[src/design/hsv2rgb_pkg.sv]
// ----------------------------------------------------------------------------
// hsv2rgb_pkg
// Shared types and constants for the hsv to rgb color converter.
// ----------------------------------------------------------------------------
package hsv2rgb_pkg;

    typedef struct packed {
        logic [15:0] hue;
        logic [7:0]  saturation;
        logic [7:0]  brightness;
    } hsv_t;

    typedef struct packed {
        logic [7:0] red;
        logic [7:0] green;
        logic [7:0] blue;
    } rgb_t;

    // per-pixel control data carried down the pipeline
    typedef struct packed {
        logic       grey;
        logic [2:0] sector;
        logic [7:0] val;
        logic [7:0] floor_lvl;
    } ctx_t;

    localparam int SECTOR_DEG = 60;
    localparam int TURN_DEG   = 360;
    localparam int FULL_SCALE = 255;

    // sector codes, named after the hue range they cover
    localparam logic [2:0] SEC_RED_YEL = 3'd0;
    localparam logic [2:0] SEC_YEL_GRN = 3'd1;
    localparam logic [2:0] SEC_GRN_CYN = 3'd2;
    localparam logic [2:0] SEC_CYN_BLU = 3'd3;
    localparam logic [2:0] SEC_BLU_MAG = 3'd4;
    localparam logic [2:0] SEC_MAG_RED = 3'd5;

    // level divide: numerator >> frac bits, then exact divide by 255*60
    localparam int DIV_BASE  = FULL_SCALE * SECTOR_DEG;
    localparam int LVL_W     = 22;
    localparam int DIV_SHIFT = 36;
    localparam logic [63:0] RECIP_FULL =
        ((64'd1 << DIV_SHIFT) + 64'(DIV_BASE) - 64'd1) / 64'(DIV_BASE);
    localparam int RECIP_W = 23;
    localparam logic [RECIP_W-1:0] RECIP = RECIP_FULL[RECIP_W-1:0];

endpackage

[src/design/hsv2rgb_sector.sv]
// ----------------------------------------------------------------------------
// hsv2rgb_sector
// Hue wrap and sector decode stage: splits hue into sector and position.
// ----------------------------------------------------------------------------
module hsv2rgb_sector #(
    parameter int HUE_FRAC_BITS = 6,
    parameter int SECTOR_W      = 60 << HUE_FRAC_BITS,
    parameter int POS_W         = $clog2(SECTOR_W)
) (
    input  logic                    clk,
    input  logic                    en,
    input  hsv2rgb_pkg::hsv_t       pix,
    output hsv2rgb_pkg::ctx_t       ctx,
    output logic [POS_W-1:0]        pos,
    output logic [7:0]              sat
);

    localparam logic [31:0] FULL_TURN = 32'(hsv2rgb_pkg::TURN_DEG) << HUE_FRAC_BITS;
    localparam logic [31:0] W1 = 32'(SECTOR_W);
    localparam logic [31:0] W2 = 32'(2 * SECTOR_W);
    localparam logic [31:0] W3 = 32'(3 * SECTOR_W);
    localparam logic [31:0] W4 = 32'(4 * SECTOR_W);
    localparam logic [31:0] W5 = 32'(5 * SECTOR_W);

    logic [31:0]       hue_ext;
    logic [31:0]       hue_wrap;
    logic [31:0]       base;
    logic [2:0]        sector;
    hsv2rgb_pkg::ctx_t ctx_next;
    hsv2rgb_pkg::ctx_t ctx_reg;
    logic [POS_W-1:0]  pos_next;
    logic [POS_W-1:0]  pos_reg;
    logic [7:0]        sat_reg;

    assign hue_ext  = {16'd0, pix.hue};
    assign hue_wrap = (hue_ext >= FULL_TURN) ? 32'd0 : hue_ext;

    always_comb
    begin
        if (hue_wrap >= W5)
        begin
            sector = hsv2rgb_pkg::SEC_MAG_RED;
            base   = W5;
        end
        else if (hue_wrap >= W4)
        begin
            sector = hsv2rgb_pkg::SEC_BLU_MAG;
            base   = W4;
        end
        else if (hue_wrap >= W3)
        begin
            sector = hsv2rgb_pkg::SEC_CYN_BLU;
            base   = W3;
        end
        else if (hue_wrap >= W2)
        begin
            sector = hsv2rgb_pkg::SEC_GRN_CYN;
            base   = W2;
        end
        else if (hue_wrap >= W1)
        begin
            sector = hsv2rgb_pkg::SEC_YEL_GRN;
            base   = W1;
        end
        else
        begin
            sector = hsv2rgb_pkg::SEC_RED_YEL;
            base   = 32'd0;
        end
    end

    always_comb
    begin
        pos_next           = POS_W'(hue_wrap - base);
        ctx_next.grey      = (pix.saturation == 8'd0);
        ctx_next.sector    = sector;
        ctx_next.val       = pix.brightness;
        ctx_next.floor_lvl = 8'd0;
    end

    always_ff @(posedge clk)
    begin
        if (en)
        begin
            ctx_reg <= ctx_next;
            pos_reg <= pos_next;
            sat_reg <= pix.saturation;
        end
    end

    assign ctx = ctx_reg;
    assign pos = pos_reg;
    assign sat = sat_reg;

endmodule

[src/design/hsv2rgb_levels.sv]
// ----------------------------------------------------------------------------
// hsv2rgb_levels
// Two stages: saturation products, then value-scaled level numerators and
// the floor level.
// ----------------------------------------------------------------------------
module hsv2rgb_levels #(
    parameter int HUE_FRAC_BITS = 6,
    parameter int SECTOR_W      = 60 << HUE_FRAC_BITS,
    parameter int POS_W         = $clog2(SECTOR_W)
) (
    input  logic                                clk,
    input  logic [1:0]                          en,
    input  hsv2rgb_pkg::ctx_t                   ctx_in,
    input  logic [POS_W-1:0]                    pos,
    input  logic [7:0]                          sat,
    output hsv2rgb_pkg::ctx_t                   ctx_out,
    output logic [hsv2rgb_pkg::LVL_W-1:0]       fall_num,
    output logic [hsv2rgb_pkg::LVL_W-1:0]       rise_num
);

    localparam int DEN    = hsv2rgb_pkg::DIV_BASE << HUE_FRAC_BITS;
    localparam int DEN_W  = $clog2(DEN + 1);
    localparam int PROD_W = 8 + POS_W;
    localparam int NUM_W  = 8 + DEN_W;
    localparam int LVL_W  = hsv2rgb_pkg::LVL_W;

    // first stage
    logic [PROD_W-1:0] sp_next, sp_reg;
    logic [PROD_W-1:0] sq_next, sq_reg;
    logic [15:0]       fl_next, fl_reg;
    hsv2rgb_pkg::ctx_t ctx1_reg;

    // second stage
    logic [DEN_W-1:0]  fall_diff;
    logic [DEN_W-1:0]  rise_diff;
    logic [NUM_W-1:0]  fall_m;
    logic [NUM_W-1:0]  rise_m;
    logic [16:0]       fl_sum;
    logic [LVL_W-1:0]  fall_next, fall_reg;
    logic [LVL_W-1:0]  rise_next, rise_reg;
    hsv2rgb_pkg::ctx_t ctx2_next, ctx2_reg;

    always_comb
    begin
        sp_next = PROD_W'(sat) * PROD_W'(pos);
        sq_next = PROD_W'(sat) * PROD_W'(POS_W'(SECTOR_W) - pos);
        fl_next = 16'(ctx_in.val) * 16'(8'(hsv2rgb_pkg::FULL_SCALE) - sat);
    end

    always_ff @(posedge clk)
    begin
        if (en[0])
        begin
            sp_reg   <= sp_next;
            sq_reg   <= sq_next;
            fl_reg   <= fl_next;
            ctx1_reg <= ctx_in;
        end
    end

    always_comb
    begin
        fall_diff = DEN_W'(DEN) - DEN_W'(sp_reg);
        rise_diff = DEN_W'(DEN) - DEN_W'(sq_reg);
        fall_m    = NUM_W'(ctx1_reg.val) * NUM_W'(fall_diff);
        rise_m    = NUM_W'(ctx1_reg.val) * NUM_W'(rise_diff);
        // drop the hue fraction bits first, the rest divides by 255*60
        fall_next = LVL_W'(fall_m >> HUE_FRAC_BITS);
        rise_next = LVL_W'(rise_m >> HUE_FRAC_BITS);
        // exact x/255 for x up to 255*255
        fl_sum    = 17'(fl_reg) + 17'(fl_reg[15:8]) + 17'd1;
        ctx2_next = ctx1_reg;
        ctx2_next.floor_lvl = fl_sum[15:8];
    end

    always_ff @(posedge clk)
    begin
        if (en[1])
        begin
            fall_reg <= fall_next;
            rise_reg <= rise_next;
            ctx2_reg <= ctx2_next;
        end
    end

    assign ctx_out  = ctx2_reg;
    assign fall_num = fall_reg;
    assign rise_num = rise_reg;

endmodule

[src/design/hsv2rgb_div.sv]
// ----------------------------------------------------------------------------
// hsv2rgb_div
// Exact divide by 255*60 through a reciprocal multiply, one register stage.
// ----------------------------------------------------------------------------
module hsv2rgb_div (
    input  logic                             clk,
    input  logic                             en,
    input  logic [hsv2rgb_pkg::LVL_W-1:0]    num,
    output logic [7:0]                       quot
);

    localparam int PW = hsv2rgb_pkg::LVL_W + hsv2rgb_pkg::RECIP_W;

    logic [PW-1:0] prod;
    logic [7:0]    quot_next;
    logic [7:0]    quot_reg;

    // reciprocal is rounded up and wide enough to be exact over the range
    always_comb
    begin
        prod      = PW'(num) * PW'(hsv2rgb_pkg::RECIP);
        quot_next = prod[hsv2rgb_pkg::DIV_SHIFT +: 8];
    end

    always_ff @(posedge clk)
    begin
        if (en)
        begin
            quot_reg <= quot_next;
        end
    end

    assign quot = quot_reg;

endmodule

[src/design/hsv_to_rgb_converter_top.sv]
// ----------------------------------------------------------------------------
// hsv_to_rgb_converter_top
// Six-sector hsv to rgb color converter with a valid/stall stream interface.
// ----------------------------------------------------------------------------
// Takes one pixel per clock while hsv_stall is low and gives its rgb through
// a five-stage pipeline: sector decode, saturation products, level
// numerators, reciprocal divide, sector mux into the output register.
// Each stage advances when it is empty or the stage after it moves, so
// bubbles close up and a stalled output holds only the stages behind it.
// Hue is in 1/2^HUE_FRAC_BITS degree; a hue of a full turn or more is 0.
// Zero saturation gives grey at the brightness; all levels are truncated.
module hsv_to_rgb_converter_top #(
    parameter int HUE_FRAC_BITS = 6
) (
    input  logic                clk,
    input  logic                rst_n,
    input  logic                hsv_valid,
    output logic                hsv_stall,
    input  hsv2rgb_pkg::hsv_t   hsv,
    output logic                rgb_valid,
    input  logic                rgb_stall,
    output hsv2rgb_pkg::rgb_t   rgb
);

    localparam int SECTOR_W = 60 << HUE_FRAC_BITS;
    localparam int POS_W    = $clog2(SECTOR_W);
    localparam int NUM_ST   = 5;

    logic [NUM_ST-1:0]                  valid_reg;
    logic [NUM_ST-1:0]                  valid_next;
    logic [NUM_ST:0]                    ready;

    hsv2rgb_pkg::ctx_t                  ctx_s0;
    logic [POS_W-1:0]                   pos_s0;
    logic [7:0]                         sat_s0;
    hsv2rgb_pkg::ctx_t                  ctx_s2;
    logic [hsv2rgb_pkg::LVL_W-1:0]      fall_num;
    logic [hsv2rgb_pkg::LVL_W-1:0]      rise_num;
    hsv2rgb_pkg::ctx_t                  ctx3_reg;
    logic [7:0]                         fall_lvl;
    logic [7:0]                         rise_lvl;
    hsv2rgb_pkg::rgb_t                  rgb_next;
    hsv2rgb_pkg::rgb_t                  rgb_reg;

    // pipeline flow control
    always_comb
    begin
        ready[NUM_ST] = !rgb_stall;
        for (int i = NUM_ST - 1; i >= 0; i--)
        begin
            ready[i] = !valid_reg[i] || ready[i+1];
        end
        valid_next[0] = ready[0] ? hsv_valid : valid_reg[0];
        for (int i = 1; i < NUM_ST; i++)
        begin
            valid_next[i] = ready[i] ? valid_reg[i-1] : valid_reg[i];
        end
    end

    always_ff @(posedge clk or negedge rst_n)
    begin
        if (!rst_n)
        begin
            valid_reg <= '0;
        end
        else
        begin
            valid_reg <= valid_next;
        end
    end

    hsv2rgb_sector #(
        .HUE_FRAC_BITS (HUE_FRAC_BITS),
        .SECTOR_W      (SECTOR_W),
        .POS_W         (POS_W)
    ) u_sector (
        .clk (clk),
        .en  (ready[0]),
        .pix (hsv),
        .ctx (ctx_s0),
        .pos (pos_s0),
        .sat (sat_s0)
    );

    hsv2rgb_levels #(
        .HUE_FRAC_BITS (HUE_FRAC_BITS),
        .SECTOR_W      (SECTOR_W),
        .POS_W         (POS_W)
    ) u_levels (
        .clk      (clk),
        .en       (ready[2:1]),
        .ctx_in   (ctx_s0),
        .pos      (pos_s0),
        .sat      (sat_s0),
        .ctx_out  (ctx_s2),
        .fall_num (fall_num),
        .rise_num (rise_num)
    );

    hsv2rgb_div u_div_fall (
        .clk  (clk),
        .en   (ready[3]),
        .num  (fall_num),
        .quot (fall_lvl)
    );

    hsv2rgb_div u_div_rise (
        .clk  (clk),
        .en   (ready[3]),
        .num  (rise_num),
        .quot (rise_lvl)
    );

    always_ff @(posedge clk)
    begin
        if (ready[3])
        begin
            ctx3_reg <= ctx_s2;
        end
    end

    // sector mux
    always_comb
    begin
        if (ctx3_reg.grey)
        begin
            rgb_next = '{red: ctx3_reg.val, green: ctx3_reg.val, blue: ctx3_reg.val};
        end
        else
        begin
            case (ctx3_reg.sector)
                hsv2rgb_pkg::SEC_RED_YEL:
                    rgb_next = '{red: ctx3_reg.val, green: rise_lvl,
                                 blue: ctx3_reg.floor_lvl};
                hsv2rgb_pkg::SEC_YEL_GRN:
                    rgb_next = '{red: fall_lvl, green: ctx3_reg.val,
                                 blue: ctx3_reg.floor_lvl};
                hsv2rgb_pkg::SEC_GRN_CYN:
                    rgb_next = '{red: ctx3_reg.floor_lvl, green: ctx3_reg.val,
                                 blue: rise_lvl};
                hsv2rgb_pkg::SEC_CYN_BLU:
                    rgb_next = '{red: ctx3_reg.floor_lvl, green: fall_lvl,
                                 blue: ctx3_reg.val};
                hsv2rgb_pkg::SEC_BLU_MAG:
                    rgb_next = '{red: rise_lvl, green: ctx3_reg.floor_lvl,
                                 blue: ctx3_reg.val};
                default:
                    rgb_next = '{red: ctx3_reg.val, green: ctx3_reg.floor_lvl,
                                 blue: fall_lvl};
            endcase
        end
    end

    always_ff @(posedge clk)
    begin
        if (ready[4])
        begin
            rgb_reg <= rgb_next;
        end
    end

    assign hsv_stall = !ready[0];
    assign rgb_valid = valid_reg[NUM_ST-1];
    assign rgb       = rgb_reg;

endmodule

[config.mk]
export PLATFORM = sky130hd
export DESIGN_NAME = hsv_to_rgb_converter_top
export DESIGN_NICKNAME = d
export VERILOG_FILES = /design/src/design/hsv2rgb_pkg.sv /design/src/design/hsv2rgb_sector.sv /design/src/design/hsv2rgb_levels.sv /design/src/design/hsv2rgb_div.sv /design/src/design/hsv_to_rgb_converter_top.sv
export SDC_FILE = /design/constraint.sdc
export NUM_CORES = 2
export LEC_CHECK = 0
export ABC_CLOCK_PERIOD_IN_PS = 17800
export BUFFER_PORTS_ARGS = -buffer_cell sky130_fd_sc_hd__buf_4
export CAP_MARGIN = 0
export CORE_MARGIN = 5
export CORE_UTILIZATION = 55
export CTS_CLUSTER_SIZE = 10
export DETAILED_ROUTE_END_ITERATION = 7
export PLACE_DENSITY = 0.79
export SYNTH_ARGS = -nofsm -noshare
export SYNTH_HDL_FRONTEND = slang
export SYNTH_SLANG_ARGS = --single-unit
[constraint.sdc]
create_clock -name clk -period 17.8 [get_ports clk]
set_input_delay 1.78 -clock clk [delete_from_list [all_inputs] [get_ports clk]]
set_output_delay 1.78 -clock clk [all_outputs]
set_load 0.005 [all_outputs]
==> results.tsv <==
metric	value	unit
ys flop type	edfxtp_1	
full die area	0.0776	mm^2
max reg flops	24	
dpl ws	10610	ps
Yosys warnings	0	
area grow syn2layout	5.80	%
via count	26600	
Post-synth ARST share	2.19	%
post-layout min period	7190	ps
# IOs	62	
TNS Setup	0	ps
worst reg2reg endpoint	u_levels.fall_num[20]$_DFFE_PP_	
setup slack, reg-to-reg	10610	ps
Seq/Total Area, Yosys	17.2	%
WP data required	18180	ps
antenna violations before repair	0	
routability-driven placement congestion ratio	0.888	
CTS tree	yes	
Synth cell types	71	
nets	5261	
post-route cell area	0.0420	mm^2
H-tree depth	1	
CP endpoint kind	flop	
final core occ	58.7	%
deepest clock path buffer count	3	
share of layout cells above drive strength 1	3.44	%
worst path arrival time	7580	ps
hold path startpoint	u_levels.ctx_out[16]$_DFFE_PP_	
RSZ-0062 raised after global routing	false	
Final Max Slew Viols	0	
crit path capture	u_levels.fall_num[20]$_DFFE_PP_	
Critical R2R Launch	u_levels.sq_reg[0]$_DFFE_PP_	
overall routing resource usage	20.9	%
post-CTS setup buffers	0	
final worst slack	10610	ps
Final Hold Fails	0	
most frequent cells in the layout	916 x inv_1, 618 x fa_1, 615 x ha_1	
clk root buf	clkbuf_16	
Area after DPL	0.0411	mm^2
Slew headroom	33.5	%
WP depth	24	
hold buffers post-CTS	0	
Die Height	279	um
Worst setup startpoint	u_levels.sq_reg[0]$_DFFE_PP_	
drt drc	0	
row count	98	
CP most frequent cell	fa_1	
post-cts resize count	0	
die width	279	um
DR pass1 iterations	7	
Crit Path Class	reg -> reg	
Post-Syn Instances	3972	
worst slew pin tran	994	ps
largest net degree at the start of global routing	69	
WL final	79.6	mm
syn_area_per_cell	9.99	um^2
Post-Syn Area	0.0397	mm^2
total congestion overflow	0	
first-pass GRT wire length	137	mm
wire length per cell	16.1	um
CP max FO	10	
fin crit share	40.4	%
outcome	finished, final reports clean	
Core Area	0.0715	mm^2
syn_nets	5241	
worst clock skew	34.8	ps
# diodes	0	
CTS Sinks	228	
largest stage delay on the critical path	610	ps
clk slew on worst S/H paths	60	ps
starting density of the core	55.5	%
Num CTS Buffers	28	
worst hold path type	reg -> reg	
Via density	5.36	
max cap viols	0	
worst path bufs/invs	1	
Worst path slowest cell	or4b_2	
cell family with most CP delay	adder cells	
commonest non-fill, non-tap cell in the layout	inv_1	
Seq cells post-synth	228	
hpwl dp	65.2	mm
CP cell instances	inv_1 > ha_1 > nand2_1 > or3_1 > o31a_1 > nor2b_1 > and3b_1 > o21ai_1 > xor2_1 > and2_1 > fa_1 > fa_1 > fa_1 > fa_1 > ha_1 > a21o_1 > a21o_1 > a21oi_1 > nor2b_1 > o21ai_0 > o21ai_0 > a31oi_1 > or4b_2 > o311ai_0	
DR iter-0 viols	1372	
Max Freq	139	MHz
Setup crit start kind	flop	
EDFF count, synth	223	
Antenna Nets Post-Route	0	
vias in the first global route	28200	
latest clock arrival within the worst-skew pair	580	ps
# fillers	5839	
R2R depth	24	
final setup vio count	0	
IO buf count	61	
-- worst register-to-register path: cells and delay by family, from the launching register on --
family                     cells  cell delay, ps
xor gates and xnor gates       1             500
DFF                            1             510
buffers and inverters          1             180
and+or+nand+nor                7            1810
adders and majority gates      6            2420
AOI/OAI and AO/OA              9            1600
-- synth_stat cells (all sizes together), types with 8 or more instances --
cell      n  area share [%]
mux2i     8            0.20
edfxtp  223              17
nor3     36            0.45
xnor2   110             2.4
fa      618              31
a222oi    8            0.20
nor2b   121             1.9
nand3    33            0.43
ha      615              19
o22ai    10            0.16
or3      10            0.16
a21oi   111             1.4
and3     17            0.27
a211oi   10            0.20
inv     916             8.7
o21ai    71            0.91
a21boi    9            0.17
o211ai   11            0.21
clkbuf   89            0.84
nand4    17            0.27
o21a     25            0.49
nor2    114             1.1
xor2     41            0.91
a21o     46            0.87
a22oi     9            0.17
nand2   243             2.3
nand2b   58            0.91
nor3b    10            0.19
a31oi    10            0.16
and2    286             4.5
o21bai   10            0.19
-- cell families after synthesis --
| kind of cell | Yosys count | share of synthesized area, % |
|---|---|---|
| buffers and inverters | 1008 | 9.55 |
| multiplexers | 8 | 0.202 |
| XOR/XNOR | 151 | 3.33 |
| flip-flops | 228 | 17.2 |
| adder cells (fa/ha/maj) | 1233 | 50.6 |
| AND/OR/NAND/NOR | 971 | 13.0 |
| AO/OA/AOI/OAI | 373 | 6.15 |
-- metal layers --
| layer | share of wire [%] | vias up | GRT usage [%] |
|---|---|---|---|
| li1 | - | 12600 | - |
| met1 | 44 | 13300 | 29.2 |
| met2 | 49 | 602 | 35.6 |
| met3 | 5.0 | 100 | 2.65 |
| met4 | 1.9 | 0 | 4.43 |
| met5 | 0 | - | 0 |
-- through the flow --
stage	std cells	hold slack (ps)
after floorplan	3972	400
after global placement	4912	404
after detailed placement	4912	405
after CTS	4959	414
after global routing	4959	416
final	4959	411
-- worst min path at each step --
| stage | endpoint | cells after the start |
|---|---|---|
| after floorplan | ctx3_reg[0]$_DFFE_PP_ | 0 |
| after global placement | ctx3_reg[15]$_DFFE_PP_ | 0 |
| after detailed placement | ctx3_reg[0]$_DFFE_PP_ | 0 |
| after CTS | ctx3_reg[8]$_DFFE_PP_ | 0 |
| after global routing | ctx3_reg[14]$_DFFE_PP_ | 0 |
| final | ctx3_reg[16]$_DFFE_PP_ | 0 |
-- area by class of cell --
cell class,instances,area (um^2),area share [%]
clock buffers,42,773,1.84
clock inverters,5,56.3,0.134
inverters,916,3440,8.19
multi-input cells,2736,29100,69.3
flip-flops and latches,228,6820,16.3
well taps,950,1190,2.83
repair buffers,82,616,1.47
Power is not shown: default switching activity piles up to over one toggle a cycle in this logic, so the estimate is an artifact.
